===== src/sv/mwbm_pkg.sv =====
// Shared types, codes and constants for the max-weight bipartite matching unit.
package mwbm_pkg;

    localparam int MAX_VERTICES_DEF = 16;
    localparam int WEIGHT_BITS_DEF  = 16;
    localparam int LABEL_BITS       = 32;
    localparam int SLACK_BITS       = 34;
    localparam logic signed [SLACK_BITS-1:0] SLACK_START = 34'sh03f3f3f3f;
    localparam int SIZE_BITS        = 5;
    localparam logic [SIZE_BITS-1:0] SIZE_RESET = 5'd16;
    localparam int FIELD_IDX_BITS   = 4;
    localparam int PAIR_BITS        = 16;
    localparam int TOTAL_BITS       = 20;
    localparam int IN_TDATA_BITS    = 24;
    localparam int OUT_TDATA_BITS   = 48;

    typedef logic [4:0] op_t;

    localparam op_t OP_NOP       = 5'd0;
    localparam op_t OP_LOAD      = 5'd1;
    localparam op_t OP_START     = 5'd2;
    localparam op_t OP_INIT_RD   = 5'd3;
    localparam op_t OP_INIT_EV   = 5'd4;
    localparam op_t OP_ROOT      = 5'd5;
    localparam op_t OP_NEXTY     = 5'd6;
    localparam op_t OP_SCAN_RD   = 5'd7;
    localparam op_t OP_EVAL      = 5'd8;
    localparam op_t OP_POP       = 5'd9;
    localparam op_t OP_AUG       = 5'd10;
    localparam op_t OP_NEXT_ROOT = 5'd11;
    localparam op_t OP_SH_START  = 5'd12;
    localparam op_t OP_SH_RD     = 5'd13;
    localparam op_t OP_SH_EV     = 5'd14;
    localparam op_t OP_SH_APPLY  = 5'd15;
    localparam op_t OP_OUT_RD    = 5'd16;
    localparam op_t OP_OUT_EV    = 5'd17;

    typedef struct packed {
        logic y_end;
        logic y_seen;
        logic eq;
        logic free;
        logic depth_one;
        logic k_last;
        logic root_last;
        logic col_last;
        logic mat_last;
        logic out_free;
    } status_t;

endpackage


===== src/sv/mwbm_ctrl.sv =====
// Controller state machine sequencing load, label init, path search, label shift and output.
module mwbm_ctrl (
    input  logic              clk,
    input  logic              rst_n,
    input  logic              s_tvalid,
    input  logic              s_tuser,
    output logic              s_tready,
    input  mwbm_pkg::status_t status,
    output mwbm_pkg::op_t     op
);

    localparam logic [3:0] S_IDLE      = 4'd0;
    localparam logic [3:0] S_INIT_RD   = 4'd1;
    localparam logic [3:0] S_INIT_EV   = 4'd2;
    localparam logic [3:0] S_ROOT      = 4'd3;
    localparam logic [3:0] S_SCAN_RD   = 4'd4;
    localparam logic [3:0] S_SCAN_EV   = 4'd5;
    localparam logic [3:0] S_AUG       = 4'd6;
    localparam logic [3:0] S_NEXT_ROOT = 4'd7;
    localparam logic [3:0] S_SH_START  = 4'd8;
    localparam logic [3:0] S_SH_RD     = 4'd9;
    localparam logic [3:0] S_SH_EV     = 4'd10;
    localparam logic [3:0] S_SH_APPLY  = 4'd11;
    localparam logic [3:0] S_OUT_RD    = 4'd12;
    localparam logic [3:0] S_OUT_EV    = 4'd13;

    logic [3:0] state_reg;
    logic [3:0] state_next;

    assign s_tready = (state_reg == S_IDLE);

    always_comb
    begin
        state_next = state_reg;
        op         = mwbm_pkg::OP_NOP;
        unique case (state_reg)
            S_IDLE:
            begin
                if (s_tvalid)
                begin
                    if (s_tuser)
                    begin
                        op         = mwbm_pkg::OP_START;
                        state_next = S_INIT_RD;
                    end
                    else
                    begin
                        op = mwbm_pkg::OP_LOAD;
                    end
                end
            end
            S_INIT_RD:
            begin
                op         = mwbm_pkg::OP_INIT_RD;
                state_next = S_INIT_EV;
            end
            S_INIT_EV:
            begin
                op         = mwbm_pkg::OP_INIT_EV;
                state_next = status.mat_last ? S_ROOT : S_INIT_RD;
            end
            S_ROOT:
            begin
                op         = mwbm_pkg::OP_ROOT;
                state_next = S_SCAN_RD;
            end
            S_SCAN_RD:
            begin
                priority if (status.y_end)
                begin
                    op         = mwbm_pkg::OP_POP;
                    state_next = status.depth_one ? S_SH_START : S_SCAN_RD;
                end
                else if (status.y_seen)
                begin
                    op = mwbm_pkg::OP_NEXTY;
                end
                else
                begin
                    op         = mwbm_pkg::OP_SCAN_RD;
                    state_next = S_SCAN_EV;
                end
            end
            S_SCAN_EV:
            begin
                op         = mwbm_pkg::OP_EVAL;
                state_next = (status.eq && status.free) ? S_AUG : S_SCAN_RD;
            end
            S_AUG:
            begin
                op = mwbm_pkg::OP_AUG;
                if (status.k_last)
                begin
                    state_next = S_NEXT_ROOT;
                end
            end
            S_NEXT_ROOT:
            begin
                op         = mwbm_pkg::OP_NEXT_ROOT;
                state_next = status.root_last ? S_OUT_RD : S_ROOT;
            end
            S_SH_START:
            begin
                op         = mwbm_pkg::OP_SH_START;
                state_next = S_SH_RD;
            end
            S_SH_RD:
            begin
                op         = mwbm_pkg::OP_SH_RD;
                state_next = S_SH_EV;
            end
            S_SH_EV:
            begin
                op         = mwbm_pkg::OP_SH_EV;
                state_next = status.mat_last ? S_SH_APPLY : S_SH_RD;
            end
            S_SH_APPLY:
            begin
                op         = mwbm_pkg::OP_SH_APPLY;
                state_next = S_ROOT;
            end
            S_OUT_RD:
            begin
                op         = mwbm_pkg::OP_OUT_RD;
                state_next = S_OUT_EV;
            end
            S_OUT_EV:
            begin
                if (status.out_free)
                begin
                    op         = mwbm_pkg::OP_OUT_EV;
                    state_next = status.col_last ? S_IDLE : S_OUT_RD;
                end
            end
            default:
            begin
                state_next = S_IDLE;
            end
        endcase
    end

    always_ff @(posedge clk or negedge rst_n)
    begin
        if (!rst_n)
        begin
            state_reg <= S_IDLE;
        end
        else
        begin
            state_reg <= state_next;
        end
    end

endmodule


===== config.mk =====
export PLATFORM = sky130hd
export DESIGN_NAME = mwbm_ctrl
export DESIGN_NICKNAME = d
export VERILOG_FILES = /design/src/sv/mwbm_pkg.sv /design/src/sv/mwbm_ctrl.sv
export SDC_FILE = /design/constraint.sdc
export NUM_CORES = 1
export LEC_CHECK = 0
export BUFFER_PORTS_ARGS = -buffer_cell sky130_fd_sc_hd__buf_2
export CAP_MARGIN = 20
export CORE_AREA = 2 2 39 41
export DETAILED_ROUTE_END_ITERATION = 12
export DIE_AREA = 0 0 41 43
export PLACE_DENSITY = 0.72
export SYNTH_ARGS = -nofsm -noshare
export SYNTH_HDL_FRONTEND = slang
export SYNTH_SLANG_ARGS = --single-unit

===== constraint.sdc =====
create_clock -name clk -period 2 [get_ports clk]
set_input_delay 0.2 -clock clk [delete_from_list [all_inputs] [get_ports clk]]
set_output_delay 0.2 -clock clk [all_outputs]
set_load 0.03 [all_outputs]

==> results of run 1 <==
[report_power, final]
group          switching (W)  internal [W]
registers           0.000137      0.000112
clock network      0.0000284     0.0000668
logic               0.000377      0.000283
total               0.000543      0.000461
[how the worst min path moves through the flow]
| stage | from | slack [ps] | cells after the start | to |
|---|---|---|---|---|
| 2_1_floorplan | rst_n | -100 | 0 | state_reg[0]$_DFFE_PN0P_ |
| 3_3_place_gp | rst_n | 5 | 1 | state_reg[2]$_DFFE_PN0P_ |
| 3_5_place_dp | rst_n | 9 | 1 | state_reg[2]$_DFFE_PN0P_ |
| 4_1_cts | status[0] | 220 | 2 | state_reg[0]$_DFFE_PN0P_ |
| 5_1_grt | status[0] | 240 | 2 | state_reg[0]$_DFFE_PN0P_ |
| 6_report | status[0] | 230 | 2 | state_reg[0]$_DFFE_PN0P_ |
[layout make-up]
cell class                 count  area, um^2  area share (%)
clock buffer                   3       22.52           3.488
sequential                     4       100.1           15.50
multi-input combinational     64       382.9           59.30
timing repair buffer          22       120.1           18.60
tap                           16       20.02           3.101
[through the flow]
step | utilization (%) | total power (W) | cells | area [um^2]
2_1_floorplan | - | 0.0007860 | 75 | 525.5
3_3_place_gp | 44.30 | 0.0009069 | 105 | 613.1
3_5_place_dp | 44.30 | 0.0009073 | 105 | 613.1
4_1_cts | 46.65 | 0.001010 | 109 | 645.6
5_1_grt | 46.65 | 0.001106 | 109 | 645.6
6_report | 46.65 | 0.001004 | 109 | 645.6
[critical path, delay by kind of cell, from the launching register on]
| family | cells | cell delay, ps |
|---|---|---|
| compound gates | 1 | 300 |
| buf+inv | 1 | 170 |
| flops | 1 | 630 |
| simple gates | 2 | 320 |
[metal layers]
metal | global-route usage, % | routed length, um
met5 | 0 | 0
met4 | 6.000 | 0
met3 | 3.141 | 84
met2 | 23.75 | 562
met1 | 23.45 | 593
[repair_timing]
item | in CTS | in global routing
hold buffers | 1 | 0
gates resized for setup | 0 | 0
hold endpoints to repair | 4 | 0
[layout by cell type, fill, tap and decap left out, types with 3 or more instances in the layout]
master	n
dfrtp_1	4
o21ai_0	3
clkbuf_4	3
a31oi_1	3
buf_2	19
a21oi_1	10
nand2_1	6
nor2_1	9
nand2b_1	7
nand3_1	5
[cell families (layout without fill, tap and decap cells)]
| family | after synthesis | in the layout |
|---|---|---|
| and+or+nand+nor | 37 | 37 |
| AOI/OAI and AO/OA | 27 | 27 |
| buffers and inverters | 7 | 25 |
| DFF | 4 | 4 |
==> results.txt, run 1 <==
CP Data Required Time - 1800 ps
GRT Total Usage - 16.43%
DRT iter0 DRCs - 17
hold_ws - 231.9 ps
Die ar. - 0.001763 mm^2
GP Congestion - 0.7412
Clock transition at path regs - 40 ps
top cells by count, synth - a21oi_1, nor2_1, nand2b_1, nand2_1, nand3_1
Hold/Removal Path Class - input pin to register
most common cell in the netlist - a21oi_1
simple-gate area share of the yosys netlist - 37.62%
CP max stage delay - 630 ps
antenna violations before repair - 0
status - complete, no violations
clock latency on the worst-skew pair - 230 ps
Clock Skew - 0.3419 ps
Synth Area per Inst - 7.007 um^2
post-synth cell types - 28
CTS Buffer Depth - 2
filler instances - 138
worst setup margin - 149.9 ps
Yosys warnings - 0
Yosys top cell area share - 19.05%
drt total wl - 1239 um
initial core utilization - 37.97%
Die Span Y - 43 um
post-CTS setup buffer count - 0
wire length per cell - 11.37 um
I/O Buffers - 19
Post-Synthesis Cell Area - 525.5 um^2
Root Buffer - clkbuf_4
DIE WIDTH - 41 um
R2R Setup Slk - 400 ps
Final #Nets - 109
largest family of logic cells by synthesized area - simple AND/OR/NAND/NOR gates
H-tree depth - 1
CP max stage cell - dfrtp_1
Max FO, Critical Path - 17
FMAX - 540.5 MHz
DRC - 0
Slew @ Worst Pin - 564.3 ps
Pleak - 0.2764 nW
Hold Fails Final Rpt - 0
router iterations before antenna repair - 6
Final min period - 1850 ps
Startpoint Class - register
max cap viols - 0
gr ovfl total - 0
worst-path cell chain - nand2b_1 -> nand2_1 -> a221o_1 -> buf_2
Synth async-reset ratio - 100.0%
Max Slew Vio Count - 0
Via Count - 614
final antenna-violating net count - 0
post-synthesis mux area share - 0%
cts bufs inserted - 3
period utilisation layout - 92.50%
Syn Nets - 89
setup TNS - 0 ps
CP startpoint - state_reg[3]$_DFFE_PN0P_
Site Rows - 14
largest net degree at the start of global routing - 22
layout cells sized above 1 - 30.11%
main flop type after synthesis - dfrtp_1
CP Capture Type - output pin
Yosys top cell by area - dfrtp_1
Final setup viols - 0
Slew HR - 62.38%
R2R cell count - 4
# IOs - 20
number of global-route vias before repair - 490
DP HPWL - 905.4 um
Power Density - 1555 mW/mm^2
end of the critical path - op[0]
top cells by area, synth - dfrtp_1, a21oi_1, nand2b_1
reg2reg end - state_reg[2]$_DFFE_PN0P_
Core Region - 0.001384 mm^2
sequential share of the synthesized area - 19.05%
area grow syn2layout - 22.86%
drt via density - 5.633
number of flip-flops in the largest register - 4
RSZ-0062 raised after global routing - no
Worst Path Arrival - 1650 ps
compound-cell area share of the yosys netlist - 35.24%
Syn Inst Count - 75
number of synthesized register bits - 4
CTS tree - yes
xor and xnor area share after synthesis - 0%
Post-synth EDFFs - 0
RR Startpoint - state_reg[1]$_DFFE_PN0P_
first-pass GRT wire length - 2021 um
peak supply drop - 607.1 uV
area share of fa/ha/maj cells after synthesis - 0%
n_diodes - 0
critical path class - register to output pin
total clock sinks - 4
pre-CTS WS - 409.6 ps
No activity file was read; power rests on OpenSTA's default activity.
==> run 2: changes to the inputs <==
--- a/config.mk
+++ b/config.mk
@@ -11,6 +11,7 @@
 export DETAILED_ROUTE_END_ITERATION = 12
 export DIE_AREA = 0 0 41 43
 export PLACE_DENSITY = 0.72
+export SETUP_SLACK_MARGIN = 0.3
 export SYNTH_ARGS = -nofsm -noshare
 export SYNTH_HDL_FRONTEND = slang
 export SYNTH_SLANG_ARGS = --single-unit
==> run 2 against run 1 <==
Compared with the run above: hold slack worse by 4.2 ps; routed wire length up 8.4%; flip-flop and latch count unchanged; clock power up 0.4%; largest cell class unchanged; maximum frequency up 11%.
==> results.txt, run 2 (synthesis results as in run 1) <==
critical path class - register to output pin
Site Rows - 14 (unchanged)
Hold/Removal Path Class - input pin to register
drt via density - 5.552 (-1.4%)
layout cells sized above 1 - 40.00% (+9.9 points)
sequential cell area - 105.1 um^2 (+5.0%)
WHS Path Cells - 2 (unchanged)
CP max stage delay - 500 ps (-130 ps)
initial core utilization - 37.97% (unchanged)
GRT Total Usage - 16.73% (+0.30 points)
P_int - 0.0005318 W (+15%)
Max FO, Critical Path - 15 (-2)
I/O Buffers - 19 (unchanged)
period utilisation layout - 83.71% (-8.8 points)
CP max stage cell - dfrtp_2
peak supply drop - 643.7 uV (+6.0%)
DRT iter0 DRCs - 24 (+7)
DIE WIDTH - 41 um (unchanged)
Worst Path Arrival - 1470 ps (-180 ps)
Hold Path Sink - state_reg[0]$_DFFE_PN0P_
Pleak - 0.3071 nW (+11%)
Worst Hold Launch - status[0]
Final #Nets - 116 (+6.4%)
antenna violations before repair - 0 (unchanged)
Via Count - 644 (+4.9%)
Seq pwr share - 20.3% (-4.5 points)
commonest non-fill, non-tap cell in the layout - buf_2
DP HPWL - 905.4 um (unchanged)
drt total wl - 1343 um (+8.4%)
CTS Buffer Depth - 2 (unchanged)
FMAX - 597.3 MHz (+11%)
area of the multi-input gates - 385.4 um^2 (+0.65%)
router iterations before antenna repair - 4 (-2)
R2R Setup Slk - 570 ps (+170 ps)
Power Density - 1556 mW/mm^2 (about the same)
R2R cell count - 5 (+1)
H-tree depth - 1 (unchanged)
Slew @ Worst Pin - 240.9 ps (-323.4 ps)
max cap viols - 0 (unchanged)
CP Capture Type - output pin
Comb power frac - 71.0% (+5.3 points)
commonest non-fill, non-tap cells in the layout - buf_2, a21oi_1, nor2_1
area grow syn2layout - 34.29%
largest net degree at the start of global routing - 19 (-14%)
status - complete, no violations
DRC - 0 (unchanged)
Buf/Inv on CP - 1 (unchanged)
worst-path cell chain - nand2b_1 -> nand2_1 -> a221o_1 -> buf_2
Die Span Y - 43 um (unchanged)
# IOs - 20 (unchanged)
number of global-route vias before repair - 504 (+2.9%)
sw frac - 51.57% (-2.5 points)
total clock sinks - 4 (unchanged)
clock latency on the worst-skew pair - 230 ps (about the same)
n_diodes - 0 (unchanged)
Core Region - 0.001384 mm^2 (unchanged)
wire length per cell - 11.58 um (+1.9%)
hold_ws - 227.7 ps (-4.174 ps)
GP Congestion - 0.7412 (unchanged)
number of flip-flops in the largest register - 4 (unchanged)
Root Buffer - clkbuf_4
Clock Skew - 0.4595 ps (+0.1175 ps)
filler instances - 131 (-5.1%)
Startpoint Class - register
Clock transition at path regs - 40 ps (about the same)
Hold Fails Final Rpt - 0 (unchanged)
CP Data Required Time - 1800 ps (about the same)
setup TNS - 0 ps (unchanged)
final antenna-violating net count - 0 (unchanged)
clock power share - 8.7% (-0.8 points)
cts bufs inserted - 3 (unchanged)
Final Non-Filler Cells - 116 (+6.4%)
Final setup viols - 0 (unchanged)
Die ar. - 0.001763 mm^2 (unchanged)
reg2reg end - state_reg[2]$_DFFE_PN0P_
gr ovfl total - 0 (unchanged)
CTS tree - yes
first-pass GRT wire length - 2063 um (+2.1%)
RR Startpoint - state_reg[0]$_DFFE_PN0P_
Max Slew Vio Count - 0 (unchanged)
Final min period - 1674 ps (-175.9 ps)
RSZ-0062 raised after global routing - yes
Slew HR - 83.79% (+21 points)
Crit path max-delay family - flip-flops
DP Cell Count - 105 (unchanged)
Psw - 0.0005663 W (+4.4%)
run 2: changes by cell type in the layout (fill, tap and decap cells not counted):
cell,before,now
clkbuf_4,3,4
buf_4,2,8
nor2b_2,0,1
nor2b_1,2,1
dfrtp_1,4,0
dfrtp_2,0,4
run 2: metal layers:
metal	wire [um]	vias up	global-route usage [%]
li1	-	334	-
met1	630	277	23.45
met2	619	33	24.69
met3	93	0	3.141
met4	0	0	6.000
met5	0	-	0
run 2: cell type report:
cell class | count | area share, %
well taps | 16 | 2.837
multi-input cells | 64 | 54.61
flip-flops and latches | 4 | 14.89
repair buffers | 29 | 24.47
clock buffers | 3 | 3.191
run 2: power by group through the flow:
| stage | registers [W] | logic, W | clock network, W |
|---|---|---|---|
| 6_report | 0.000223 | 0.000780 | 0.0000956 |
| 5_1_grt | 0.000232 | 0.000857 | 0.000111 |
| 4_1_cts | 0.000233 | 0.000691 | 0.000101 |
| 3_5_place_dp | 0.000247 | 0.000660 | 0 |
| 3_3_place_gp | 0.000245 | 0.000661 | 0 |
| 2_1_floorplan | 0.000147 | 0.000639 | 0 |
run 2: worst max-delay path by stage:
stage                              from    end  slack, ps  depth (start not counted)
6_report       state_reg[3]$_DFFE_PN0P_  op[0]        330                          4
5_1_grt        state_reg[3]$_DFFE_PN0P_  op[0]        260                          4
4_1_cts        state_reg[0]$_DFFE_PN0P_  op[2]        300                          3
3_5_place_dp   state_reg[3]$_DFFE_PN0P_  op[0]        410                          4
3_3_place_gp   state_reg[3]$_DFFE_PN0P_  op[0]        440                          4
2_1_floorplan  state_reg[2]$_DFFE_PN0P_  op[1]        300                          4
run 2: metrics by stage:
| step | cell area (um^2) | setup WS (ps) | utilization [%] | total power, W |
|---|---|---|---|---|
| floorplan | 525.5 | 303.8 | - | 0.0007860 |
| global placement | 613.1 | 436.0 | 44.30 | 0.0009069 |
| detailed placement | 613.1 | 409.6 | 44.30 | 0.0009073 |
| CTS | 655.6 | 303.8 | 47.38 | 0.001025 |
| global route | 705.7 | 257.2 | 50.99 | 0.001200 |
| finish | 705.7 | 325.9 | 50.99 | 0.001098 |
run 2: timing repair:
action                     CTS  global route
hold buffers                 1             0
hold endpoints to repair     4             0
resized for setup            4             2
setup endpoints to repair    5             5
setup buffers                1             6
==> run 3: changes to the inputs <==
--- a/config.mk
+++ b/config.mk
@@ -5,12 +5,13 @@
 export SDC_FILE = /design/constraint.sdc
 export NUM_CORES = 1
 export LEC_CHECK = 0
+export ABC_AREA = 1
 export BUFFER_PORTS_ARGS = -buffer_cell sky130_fd_sc_hd__buf_2
 export CAP_MARGIN = 20
 export CORE_AREA = 2 2 39 41
 export DETAILED_ROUTE_END_ITERATION = 12
 export DIE_AREA = 0 0 41 43
-export PLACE_DENSITY = 0.72
+export PLACE_DENSITY = 0.71
 export SETUP_SLACK_MARGIN = 0.3
 export SYNTH_ARGS = -nofsm -noshare
 export SYNTH_HDL_FRONTEND = slang
==> constraint.sdc (replaced) <==
create_clock -name clk -period 1.6 [get_ports clk]
set_input_delay 0.16 -clock clk [delete_from_list [all_inputs] [get_ports clk]]
set_output_delay 0.16 -clock clk [all_outputs]
set_load 0.03 [all_outputs]
==> run 3 against run 2 <==
Compared with the run above: global-route usage is 4.3 points higher; routed wire length is 34% higher; sequential power is 25% higher; critical path depth is 2 higher; critical endpoint unchanged; non-clock buffer count is 1 higher; register-to-register slack worse by 410 ps; largest power group unchanged; via count is 20% higher; largest cell class unchanged.
==> results.txt, run 3 <==
status - complete, no violations
Worst Path Arrival - 1440 ps (-30 ps)
Synth async-reset ratio - 100.0% (unchanged)
top cells by count, synth - nand2_1, nor2_1, inv_1, nand3_1, nor2_2
Crit path max-delay family - simple AND/OR/NAND/NOR gates
DP HPWL - 1151 um (+27%)
clock latency on the worst-skew pair - 240 ps (about the same)
period utilisation layout - 99.79%
antenna violations before repair - 0 (unchanged)
drt total wl - 1803 um (+34%)
Final setup viols - 0 (unchanged)
end of the critical path - op[0]
DIE WIDTH - 41 um (unchanged)
max cap viols - 0 (unchanged)
number of global-route vias before repair - 658 (+31%)
Core Region - 0.001384 mm^2 (unchanged)
DRC - 0 (unchanged)
# IOs - 20 (unchanged)
DRT iter0 DRCs - 13 (-46%)
worst-path cell chain - nor2_4 -> nand2_2 -> nor2_2 -> nand2_1 -> nand4_1 -> buf_6
GRT Total Usage - 21.05% (+4.3 points)
Yosys top cell area share - 26.09% (+7.0 points)
Slew HR - 84.24% (+0.45 points)
Pleak - 0.4726 nW (+54%)
Util after Layout - 61.21% (+10 points)
cts bufs inserted - 3 (unchanged)
Final Non-Filler Cells - 148 (+28%)
RSZ-0062 raised after global routing - yes
layout cells sized above 1 - 45.45% (+5.5 points)
Die Span Y - 43 um (unchanged)
CP startpoint - state_reg[0]$_DFFE_PN0P_
Yosys top cell by area - nand2_1
Hold/Removal Path Class - input pin to register
Max FO, Critical Path - 7 (-8)
wire length per cell - 12.18 um (+5.2%)
Critical Path Stages - 6 (+2)
Clock transition at path regs - 40 ps (about the same)
first-pass GRT wire length - 2525 um (+22%)
Final #Nets - 147 (+27%)
Post-synth EDFFs - 0 (unchanged)
R2R cell count - 10 (+5)
Via Count - 776 (+20%)
CP Capture Type - output pin
Slew @ Worst Pin - 234.8 ps (-6.142 ps)
top routing layer used - met4
routed length on met3 - 107 um (+15%)
critical path class - register to output pin
top cells by area, synth - nand2_1, dfrtp_1, nor2_1
CP max stage delay - 490 ps (about the same)
CTS Buffer Depth - 2 (unchanged)
Syn Inst Count - 99 (+32%)
number of synthesized register bits - 4 (unchanged)
Yosys warnings - 0 (unchanged)
Max Slew Vio Count - 0 (unchanged)
CTS tree - yes
RR Startpoint - state_reg[0]$_DFFE_PN0P_
number of flip-flops in the largest register - 4 (unchanged)
total clock sinks - 4 (unchanged)
Site Rows - 14 (unchanged)
WHS Path Cells - 3 (+1)
final antenna-violating net count - 0 (unchanged)
n_diodes - 0 (unchanged)
Startpoint Class - register
I/O Buffers - 19 (unchanged)
largest net degree at the start of global routing - 8 (-11)
M1 wire length - 688 um (+9.2%)
DP Cell Count - 133 (+27%)
sequential share of the synthesized area - 19.32% (+0.28 points)
area grow syn2layout - 63.53%
drt via density - 5.243 (-5.6%)
Buf/Inv on CP - 1 (unchanged)
peak supply drop - 736.7 uV (+14%)
commonest non-fill, non-tap cell in the layout - nand2_1
Die ar. - 0.001763 mm^2 (unchanged)
commonest non-fill, non-tap cells in the layout - nand2_1, buf_2, inv_1
Clock Skew - 6.063 ps (+5.603 ps)
Power Density - 2208 mW/mm^2 (+42%)
Syn Nets - 113 (+27%)
Final min period - 1597 ps
reg2reg end - state_reg[0]$_DFFE_PN0P_
GP Congestion - 0.8443 (+14%)
FMAX - 626.3 MHz
filler instances - 134 (+2.3%)
main flop type after synthesis - dfrtp_1
Post-Synthesis Cell Area - 518.0 um^2 (-1.4%)
most common cell in the netlist - nand2_1
initial core utilization - 37.43% (-0.54 points)
Root Buffer - clkbuf_4
gr ovfl total - 0 (unchanged)
Hold Fails Final Rpt - 0 (unchanged)
router iterations before antenna repair - 4 (unchanged)
metal2 WL - 987 um (+59%)
post-synth cell types - 17 (-39%)
H-tree depth - 1 (unchanged)
Synth Area per Inst - 5.232 um^2 (-25%)
R2R Setup Slk - 160 ps (-410 ps)
CP Data Required Time - 1440 ps (-360 ps)
CP max stage cell - dfrtp_2
[run 3: changes by cell type after synthesis, moves of 2 or more]
cell | before | now
a21oi_1 | 10 | 3
a31oi_1 | 3 | 0
buf_2 | 4 | 0
buf_4 | 3 | 1
inv_1 | 0 | 13
inv_2 | 0 | 4
nand2_1 | 6 | 36
nand2b_1 | 7 | 0
nand3_1 | 5 | 7
nor2_1 | 9 | 15
nor2_2 | 0 | 5
nor2b_1 | 2 | 0
o21ai_1 | 0 | 2
[run 3: how the worst min path moves through the flow]
stage / start / to / slack, ps
floorplan: rst_n / state_reg[0]$_DFFE_PN0P_ / -140
global placement: rst_n / state_reg[0]$_DFFE_PN0P_ / -30
detailed placement: rst_n / state_reg[0]$_DFFE_PN0P_ / -30
CTS: status[1] / state_reg[1]$_DFFE_PN0P_ / 210
global route: status[1] / state_reg[1]$_DFFE_PN0P_ / 230
finish: status[1] / state_reg[1]$_DFFE_PN0P_ / 210
[run 3: final cells by class]
| class | instances | area (um^2) | area share (%) |
|---|---|---|---|
| clock buffer | 4 | 26.28 | 3.102 |
| sequential | 4 | 105.1 | 12.41 |
| multi-input combinational | 77 | 411.6 | 48.60 |
| tap | 16 | 20.02 | 2.363 |
| inverter | 17 | 66.31 | 7.829 |
| timing repair buffer | 30 | 217.7 | 25.70 |
[run 3: repair_timing]
action | CTS | global route
setup buffers | 7 | 3
hold buffers | 1 | 0
setup endpoints to repair | 9 | 9
hold endpoints to repair | 4 | 0
pin swaps | 5 | 5
gates resized for setup | 18 | 19
[run 3: power breakdown]
part | internal (W) | switching [W] | leakage (nW)
logic | 0.000580 | 0.000872 | 0.411
clock network | 0.0000938 | 0.0000447 | 0.0150
registers | 0.000160 | 0.000119 | 0.0463
total | 0.000834 | 0.00104 | 0.473
[run 3: worst min-delay path, stage by stage]
cell       delay [ps]
buf_2              80
nand3_1            70
o2111ai_1         100
[run 3: logic make-up (layout without fill, tap and decap cells)]
logic type / count (synthesis) / in the layout / share of synthesized area (%)
buffers and inverters: 18 / 51 / 13.77
DFF: 4 / 4 / 19.32
AOI/OAI and AO/OA: 12 / 12 / 14.73
and+or+nand+nor: 65 / 65 / 52.17
[run 3: through the flow]
step / power, W / setup slack (ps) / instance area, um^2 / TNS [ps] / hold WS (ps)
2_1_floorplan: 0.001056 / 78.26 / 524.3 / 0 / -135.6
3_3_place_gp: 0.001289 / 133.6 / 631.9 / 0 / -28.71
3_5_place_dp: 0.001283 / 131.8 / 631.9 / 0 / -26.90
4_1_cts: 0.001660 / 36.16 / 770.7 / 0 / 208.5
5_1_grt: 0.001993 / -60.21 / 847.1 / -101.3 / 232.3
6_report: 0.001870 / 3.360 / 847.1 / 0 / 213.3
[run 3: metal layers]
layer,vias up,track usage (%)
li1,377,-
met2,36,35.31
met4,0,5.333
met1,359,24.03
met3,4,7.330
met5,-,0
